<file path="config.mk">
export PLATFORM = sky130hd
export DESIGN_NAME = move_gated_command_queue
export DESIGN_NICKNAME = d
export VERILOG_FILES = /design/src/sv/mgcq_pkg.sv /design/src/sv/mgcq_ram.sv /design/src/sv/move_gated_command_queue.sv
export SDC_FILE = /design/constraint.sdc
export NUM_CORES = 2
export LEC_CHECK = 0
export BUFFER_PORTS_ARGS = -buffer_cell sky130_fd_sc_hd__buf_2
export CORE_MARGIN = 3
export CORE_UTILIZATION = 40
export DETAILED_ROUTE_END_ITERATION = 10
export PLACE_DENSITY = 0.66
export SYNTH_ARGS = -nofsm -noshare
export SYNTH_HDL_FRONTEND = slang
export SYNTH_SLANG_ARGS = --single-unit
</file>
<file path="constraint.sdc">
create_clock -name clk -period 11.2 [get_ports clk]
set_input_delay 0.56 -clock clk [delete_from_list [all_inputs] [get_ports clk]]
set_output_delay 0.56 -clock clk [all_outputs]
set_load 0.005 [all_outputs]
</file>
<file path="src/sv/mgcq_pkg.sv">
`timescale 1ns / 1ps
// Shared types, constants and a helper function for the move-gated command queue.
package mgcq_pkg;

	localparam int DEPTH     = 16;
	localparam int MAX_BYTES = 64;

	localparam int IDX_W  = (DEPTH > 1) ? $clog2(DEPTH) : 1;
	localparam int CNT_W  = $clog2(DEPTH + 1);
	localparam int SLEN_W = $clog2(MAX_BYTES + 1);

	localparam logic [1:0] OP_ENQ   = 2'd0;
	localparam logic [1:0] OP_DEQ   = 2'd1;
	localparam logic [1:0] OP_PURGE = 2'd2;
	localparam logic [1:0] OP_CLEAR = 2'd3;

	localparam logic [1:0] STAT_DONE      = 2'd0;
	localparam logic [1:0] STAT_FULL      = 2'd1;
	localparam logic [1:0] STAT_NOT_READY = 2'd2;

	typedef struct packed {
		logic [1:0]  op;
		logic [31:0] scheduled_moves;
		logic [31:0] completed_moves;
		logic [63:0] entry_data;
		logic [7:0]  entry_length;
	} cmd_t;

	typedef struct packed {
		logic [1:0]  status;
		logic [63:0] out_data;
		logic [6:0]  out_length;
		logic        idle;
		logic [4:0]  occupancy;
		logic [4:0]  purged_count;
	} res_t;

	// One queue entry as it sits in the entry memory.
	typedef struct packed {
		logic [31:0]       tag;
		logic [63:0]       handle;
		logic [SLEN_W-1:0] len;
	} entry_t;

	typedef enum logic [2:0] {
		ST_IDLE,
		ST_EXEC,
		ST_DEQ,
		ST_PURGE,
		ST_CHK,
		ST_RESP
	} state_t;

	// Ring position of the entry that lies off places after the head.
	function automatic logic [IDX_W-1:0] slot_at(input logic [IDX_W-1:0] head,
		input logic [CNT_W-1:0] off);
		logic [CNT_W:0] sum;
		sum = (CNT_W + 1)'(head) + (CNT_W + 1)'(off);
		if (sum >= (CNT_W + 1)'(DEPTH)) begin
			sum = sum - (CNT_W + 1)'(DEPTH);
		end
		return IDX_W'(sum);
	endfunction

endpackage

</file>
<file path="src/sv/mgcq_ram.sv">
`timescale 1ns / 1ps
// Generic single-write, single-read synchronous RAM with a registered read port.
module mgcq_ram #(
	parameter int WIDTH   = 8,
	parameter int ENTRIES = 16,
	parameter int ADDR_W  = (ENTRIES > 1) ? $clog2(ENTRIES) : 1
) (
	input  logic              clk,
	input  logic              we,
	input  logic [ADDR_W-1:0] waddr,
	input  logic [WIDTH-1:0]  wdata,
	input  logic [ADDR_W-1:0] raddr,
	output logic [WIDTH-1:0]  rdata
);

	logic [WIDTH-1:0] mem [ENTRIES];

	always_ff @(posedge clk) begin
		if (we) begin
			mem[waddr] <= wdata;
		end
	end

	always_ff @(posedge clk) begin
		rdata <= mem[raddr];
	end

endmodule

</file>
<file path="src/sv/move_gated_command_queue.sv">
`timescale 1ns / 1ps
// Top level of the move-gated command queue: sequencer, entry memory and result register.
//
//   channel  | handshake            | payload            | direction
//   ---------+----------------------+--------------------+----------
//   command  | cmd_valid, cmd_stall | cmd (cmd_t)        | in
//   result   | res_valid, res_stall | res (res_t)        | out
//
// From acceptance, an enqueue passes the execute, check and response states,
// a clear execute and response. A dequeue goes from execute to response on an
// empty queue, through dequeue to response when the head is not due or the last
// entry leaves, and through dequeue and check otherwise. A purge walks the held
// entries through the single read port of the entry memory, one entry a cycle,
// then goes to check, or to response when no entry survives.
// Reset clears the head pointer and the count at once; the entry memory is not
// cleared, since only written entries are ever read. While a result is still
// stalled the next request is taken and worked on; it then waits in its last
// state until the result register frees.
module move_gated_command_queue (
	input  logic           clk,
	input  logic           arst_n,
	input  logic           cmd_valid,
	output logic           cmd_stall,
	input  mgcq_pkg::cmd_t cmd,
	output logic           res_valid,
	input  logic           res_stall,
	output mgcq_pkg::res_t res
);

	import mgcq_pkg::*;

	// Sequencer state and queue pointers.
	state_t            state_q, state_d;
	logic [IDX_W-1:0]  head_q;
	logic [CNT_W-1:0]  count_q;
	logic [CNT_W-1:0]  walk_q;
	logic [CNT_W-1:0]  kept_q;
	logic              rd_v_s1;

	// Latched request and the result being built.
	cmd_t              cmd_q;
	logic [1:0]        status_q;
	logic [63:0]       rel_data_q;
	logic [SLEN_W-1:0] rel_len_q;
	logic              idle_q;
	logic [CNT_W-1:0]  removed_q;

	logic              res_valid_q;
	res_t              res_q;

	// Entry memory ports and the write-to-read bypass.
	logic              mem_we;
	logic [IDX_W-1:0]  mem_waddr;
	logic [IDX_W-1:0]  mem_raddr;
	entry_t            mem_wdata;
	entry_t            mem_rdata;
	logic              byp_v_s1;
	entry_t            byp_e_s1;
	entry_t            rd_e;

	logic              cmd_fire;
	logic              res_free;
	logic              due;
	logic              drop;
	logic              walk_more;
	logic              walk_done;
	logic [SLEN_W-1:0] len_clamped;

	mgcq_ram #(
		.WIDTH   ($bits(entry_t)),
		.ENTRIES (DEPTH),
		.ADDR_W  (IDX_W)
	) u_ram (
		.clk   (clk),
		.we    (mem_we),
		.waddr (mem_waddr),
		.wdata (mem_wdata),
		.raddr (mem_raddr),
		.rdata (mem_rdata)
	);

	assign cmd_stall = (state_q != ST_IDLE);
	assign cmd_fire  = cmd_valid && !cmd_stall;
	assign res_free  = !res_valid_q || !res_stall;
	assign res_valid = res_valid_q;
	assign res       = res_q;

	// A read of the slot written in the same cycle would return stale data,
	// so the written entry is carried alongside and takes precedence.
	assign rd_e = byp_v_s1 ? byp_e_s1 : mem_rdata;

	// The entry at the read port is due once completed moves reach its tag.
	assign due  = !(rd_e.tag > cmd_q.completed_moves);
	// A purge drops every entry scheduled after the current scheduled count.
	assign drop = rd_e.tag > cmd_q.scheduled_moves;

	assign walk_more = walk_q < count_q;
	assign walk_done = !walk_more && !rd_v_s1;

	assign len_clamped = (cmd_q.entry_length > 8'(MAX_BYTES)) ?
		SLEN_W'(MAX_BYTES) : SLEN_W'(cmd_q.entry_length);

	// Next-state logic.
	always_comb begin
		state_d = state_q;
		case (state_q)
			ST_IDLE: begin
				if (cmd_fire) begin
					state_d = ST_EXEC;
				end
			end
			ST_EXEC: begin
				case (cmd_q.op)
					OP_ENQ:   state_d = ST_CHK;
					OP_DEQ:   state_d = (count_q == '0) ? ST_RESP : ST_DEQ;
					OP_PURGE: state_d = ST_PURGE;
					OP_CLEAR: state_d = ST_RESP;
					default:  state_d = ST_RESP;
				endcase
			end
			ST_DEQ: begin
				if (!due || count_q == CNT_W'(1)) begin
					state_d = ST_RESP;
				end else begin
					state_d = ST_CHK;
				end
			end
			ST_PURGE: begin
				if (walk_done) begin
					state_d = (kept_q == '0) ? ST_RESP : ST_CHK;
				end
			end
			ST_CHK: begin
				state_d = ST_RESP;
			end
			ST_RESP: begin
				if (res_free) begin
					state_d = ST_IDLE;
				end
			end
			default: begin
				state_d = ST_IDLE;
			end
		endcase
	end

	// Memory control. The default read address is the head, so that the
	// result check after an operation finds the head tag in the next cycle.
	always_comb begin
		mem_we    = 1'b0;
		mem_waddr = slot_at(head_q, count_q);
		mem_wdata = '{tag: cmd_q.scheduled_moves, handle: cmd_q.entry_data,
			len: len_clamped};
		mem_raddr = head_q;
		case (state_q)
			ST_EXEC: begin
				if (cmd_q.op == OP_ENQ && count_q < CNT_W'(DEPTH)) begin
					mem_we = 1'b1;
				end
			end
			ST_DEQ: begin
				mem_raddr = slot_at(head_q, CNT_W'(1));
			end
			ST_PURGE: begin
				// Kept entries close up toward the head. The write slot never
				// runs ahead of the read slot, so no entry is overwritten unread.
				if (walk_more) begin
					mem_raddr = slot_at(head_q, walk_q);
				end
				if (rd_v_s1 && !drop) begin
					mem_we    = 1'b1;
					mem_waddr = slot_at(head_q, kept_q);
					mem_wdata = rd_e;
				end
			end
			default: begin
				mem_we = 1'b0;
			end
		endcase
	end

	// Control registers.
	always_ff @(posedge clk or negedge arst_n) begin
		if (!arst_n) begin
			state_q <= ST_IDLE;
			head_q  <= '0;
			count_q <= '0;
			walk_q  <= '0;
			kept_q  <= '0;
			rd_v_s1 <= 1'b0;
		end else begin
			state_q <= state_d;
			case (state_q)
				ST_EXEC: begin
					walk_q  <= '0;
					kept_q  <= '0;
					rd_v_s1 <= 1'b0;
					if (cmd_q.op == OP_ENQ && count_q < CNT_W'(DEPTH)) begin
						count_q <= count_q + CNT_W'(1);
					end else if (cmd_q.op == OP_CLEAR) begin
						count_q <= '0;
					end
				end
				ST_DEQ: begin
					if (due) begin
						head_q  <= slot_at(head_q, CNT_W'(1));
						count_q <= count_q - CNT_W'(1);
					end
				end
				ST_PURGE: begin
					rd_v_s1 <= walk_more;
					if (walk_more) begin
						walk_q <= walk_q + CNT_W'(1);
					end
					if (rd_v_s1 && !drop) begin
						kept_q <= kept_q + CNT_W'(1);
					end
					if (walk_done) begin
						count_q <= kept_q;
					end
				end
				default: begin
					rd_v_s1 <= 1'b0;
				end
			endcase
		end
	end

	// Request latch and result fields.
	always_ff @(posedge clk) begin
		case (state_q)
			ST_IDLE: begin
				if (cmd_fire) begin
					cmd_q <= cmd;
				end
			end
			ST_EXEC: begin
				rel_data_q <= '0;
				rel_len_q  <= '0;
				removed_q  <= (cmd_q.op == OP_CLEAR) ? count_q : '0;
				case (cmd_q.op)
					OP_ENQ: begin
						status_q <= (count_q >= CNT_W'(DEPTH)) ? STAT_FULL : STAT_DONE;
					end
					OP_DEQ: begin
						if (count_q == '0) begin
							status_q <= STAT_NOT_READY;
							idle_q   <= 1'b1;
						end else begin
							status_q <= STAT_DONE;
						end
					end
					OP_PURGE: begin
						status_q <= STAT_DONE;
					end
					OP_CLEAR: begin
						status_q <= STAT_DONE;
						idle_q   <= 1'b1;
					end
					default: begin
						status_q <= STAT_DONE;
						idle_q   <= 1'b1;
					end
				endcase
			end
			ST_DEQ: begin
				if (!due) begin
					status_q <= STAT_NOT_READY;
					idle_q   <= 1'b1;
				end else begin
					rel_data_q <= rd_e.handle;
					rel_len_q  <= rd_e.len;
					if (count_q == CNT_W'(1)) begin
						idle_q <= 1'b1;
					end
				end
			end
			ST_PURGE: begin
				if (rd_v_s1 && drop) begin
					removed_q <= removed_q + CNT_W'(1);
				end
				if (walk_done && kept_q == '0) begin
					idle_q <= 1'b1;
				end
			end
			ST_CHK: begin
				idle_q <= !due;
			end
			default: begin
				idle_q <= idle_q;
			end
		endcase
	end

	// Same-slot bypass for a read issued in the cycle of a write.
	always_ff @(posedge clk or negedge arst_n) begin
		if (!arst_n) begin
			byp_v_s1 <= 1'b0;
		end else begin
			byp_v_s1 <= mem_we && (mem_waddr == mem_raddr);
		end
	end

	always_ff @(posedge clk) begin
		byp_e_s1 <= mem_wdata;
	end

	// Result register: loads when the sequencer finishes and the slot is free.
	always_ff @(posedge clk or negedge arst_n) begin
		if (!arst_n) begin
			res_valid_q <= 1'b0;
		end else if (state_q == ST_RESP && res_free) begin
			res_valid_q <= 1'b1;
		end else if (!res_stall) begin
			res_valid_q <= 1'b0;
		end
	end

	always_ff @(posedge clk) begin
		if (state_q == ST_RESP && res_free) begin
			res_q.status       <= status_q;
			res_q.out_data     <= rel_data_q;
			res_q.out_length   <= 7'(rel_len_q);
			res_q.idle         <= idle_q;
			res_q.occupancy    <= 5'(count_q);
			res_q.purged_count <= 5'(removed_q);
		end
	end

endmodule

</file>
==> metrics.md <==
| Metric | Value |
|---|---|
| Fmax | 0.154 GHz |
| Rows | 166 |
| Max cap viols | 0 |
| Status | finished, final reports clean |
| Synth unique cells | 66 |
| Asr flop ratio synth | 1.15% |
| FF/Latch Area | 63300 um^2 |
| Area growth, synth to finish | 15.3% |
| Share of cells above drive strength 1 | 16.9% |
| Drt pass-1 iters | 5 |
| Detail Placement HPWL | 110000 um |
| Crit start category | register |
| All-Layer GR Usage | 19.1% |
| Num Clock Sinks | 2180 |
| Pleak | 31.6 nW |
| Most frequent cells in the layout | edfxtp_1, a21oi_1, nand2_1, buf_2, clkbuf_16 |
| Cell Pwr Density | 269 nW/um^2 |
| Initial antenna violation count | 5 |
| Most common cell after layout, fill and taps aside | edfxtp_1 |
| Syn Nets | 5075 |
| Post-synth top flop | edfxtp_1 |
| Net Switching | 8.48 mW |
| CTS Buf Count | 209 |
| Dpl ws | 4.71 ns |
| Drt drc | 0 |
| Worst Path Required | 11.63 ns |
| Filler Cells Inserted | 17100 |
| CTS root buf | clkbuf_16 |
| Tcrit/Tclk final | 57.8% |
| CP max FO | 58 |
| Post-CTS resize count | 0 |
| Worst min-delay path class | input pin to register |
| Antenna-violating nets left | 0 |
| Setup Fix Bufs, Post-CTS | 0 |
| Share of the synthesized area in the top cell type | 70.8% |
| Synthesis Warnings | 0 |
| Vias | 45600 |
| Via-per-instance ratio | 5.63 |
| Drt wl/cell | 25.2 um |
| Max IR drop VDD | 0.000391 V |
| Largest net degree at the start of global routing | 181 |
| Skew final | 0.0571 ns |
| Die span in x | 461 um |
| Critical register-to-register path startpoint | byp_v_s1$_DFF_PN0_ |
| Flop2flop setup slack | 4.72 ns |
| Final wirelength | 204000 um |
| RSZ-0062 raised after global routing | no |
| Sequential area share after synthesis | 76.6% |
| Die height | 461 um |
| PortBufs | 227 |
| Flop pwr share | 40.7% |
| H-Tree Depth | 4 |
| Final Hold Viols | 0 |
| Vias in the first global route | 45900 |
| #FFs+latches synth | 2180 |
| HP Start | cmd_valid |
| Synth Cell Area | 82700 um^2 |
| TritonCTS clock tree | done |
| Final WS setup | 4.72 ns |
| Hold Buf Count CTS | 140 |
| Setup TNS | 0 ns |
| Clk pwr share | 27.4% |
| Footprint of the multi-input gates | 18000 um^2 |
| Overflow after GRT | 0 |
| CTS clk-pin slew, worst paths | 0.06 ns |
| Crit end category | register |
| Clk Latency, worst-skew pair | 0.85 ns |
| CP startpoint | byp_v_s1$_DFF_PN0_ |
| P_int | 17.2 mW |
| Final count of negative-setup-slack endpoints | 0 |
| Slew @ Worst Pin | 1.35 ns |
| Post-Syn Instances | 4844 |
| CTS Buffer Depth | 3 |
| Final Slew Violations | 0 |
| Tmin final | 6.48 ns |
| DIE AREA | 212000 um^2 |
| EDFF count, synth | 1949 |
| # IOs | 228 |
| Starting Density | 40.3% |
| Tot Pwr | 25.6 mW |
| Area leader, netlist | edfxtp_1 |
| Combinational power share | 31.8% |
| Nets | 5459 |
| Mean Syn Cell Area | 17.1 um^2 |
| Arr. time, crit path | 6.91 ns |
| WS Path Type | register to register |
| Global-route wire length before repair | 303000 um |
| Slew Limit Headroom | 10.2% |
| Drt initial violations | 4478 |
| Gpl congestion | 0.835 |
| Sw frac | 33.1% |
| Synth area leaders | edfxtp_1, mux4_2, dfxtp_1 |
| CORE AREA | 205000 um^2 |
==> cells in the mapped netlist (7+ instances only) <==
cell	n
a211o_1	105
a211oi_1	107
a21o_1	8
a21oi_1	411
a22o_1	104
a22oi_1	105
and3_1	105
buf_1	19
buf_2	93
buf_4	13
buf_6	7
clkbuf_1	163
dfrtp_1	25
dfxtp_1	206
edfxtp_1	1949
ha_1	86
inv_1	79
mux2_2	34
mux2i_1	92
mux4_2	204
nand2_1	399
nand3_1	29
nand4_1	14
nor2_1	192
nor3_1	10
o211ai_1	106
o21ai_0	43
o21ai_1	23
xnor2_1	14
xor2_1	16
==> power by group through the flow <==
stage	logic (mW)	clock network, mW	registers [mW]
global route	8.86	7.48	10.5
detailed placement	8.17	0	10.6
floorplan	5.75	0	10.5
global placement	8.08	0	10.6
CTS	8.26	7.16	10.5
finish	8.16	7.03	10.4
==> worst max-delay path: stages (launching register included) <==
cell,delay (ns)
dfrtp_4,0.77
mux2_2,0.43
ha_1,0.33
nand4_1,0.15
nor4_1,0.72
o21ai_0,0.41
nand3_1,0.28
o21ai_4,0.09
buf_4,0.25
mux2_2,0.31
mux2i_1,0.24
nor2_4,0.15
buf_4,0.88
buf_4,0.86
==> state kept, by name (all words and copies together), names as in the netlist, 2 cells and up <==
| register | count |
|---|---|
| kept_q | 5 |
| byp_e_s1 | 103 |
| u_ram.mem | 1648 |
| state_q | 3 |
| walk_q | 5 |
| removed_q | 5 |
| cmd_q | 138 |
| res | 84 |
| rel_data_q | 64 |
| head_q | 4 |
| u_ram.rdata | 103 |
| rel_len_q | 7 |
| count_q | 5 |
| status_q | 2 |
==> stage by stage <==
step	utilization (%)	hold WS, ns	instance area [um^2]	std cells
CTS	46.5	0.205	95300	8099
floorplan	-	0.264	82700	4844
global route	46.5	0.287	95300	8101
finish	46.5	0.279	95300	8102
global placement	42.4	0.403	87000	7564
detailed placement	42.4	0.405	87000	7564
==> final timing paths <==
check / endpoint / cells past startpoint
hold reg to reg: res[55]$_DFFE_PP_ / 0
max in group asynchronous: byp_v_s1$_DFF_PN0_ / 2
min in group asynchronous: head_q[3]$_DFFE_PN0P_ / 2
setup reg to reg: u_ram.mem[2][90]$_DFFE_PP_ / 13
hold / removal: state_q[0]$_DFFE_PN0P_ / 4
setup / recovery: u_ram.mem[2][90]$_DFFE_PP_ / 13
==> metal layers <==
layer	GRT usage, %	wire length (um)	up-vias
met5	0	13	-
met4	6.48	6400	2
met3	2.65	12700	320
met2	31.9	102000	1733
met1	25.6	83400	23700
li1	-	-	19900
==> cell type report <==
class                   instances  area share (%)
clock inverters                95            1.05
diodes                          2         0.00525
multi-input cells            2290            18.9
well taps                    2688            3.53
inverters                      79           0.311
clock buffers                 300            6.19
flip-flops and latches       2180            66.4
repair buffers                468            3.63
==> kinds of logic after synthesis <==
| group | share of synthesized area, % |
|---|---|
| AO/OA/AOI/OAI | 8.53 |
| XOR/XNOR | 0.318 |
| AND/OR/NAND/NOR | 4.07 |
| adder cells (fa/ha/maj) | 1.37 |
| multiplexers | 7.19 |
| buffers and inverters | 1.96 |
| flip-flops | 76.6 |
Power figures use the tool's default switching activity.
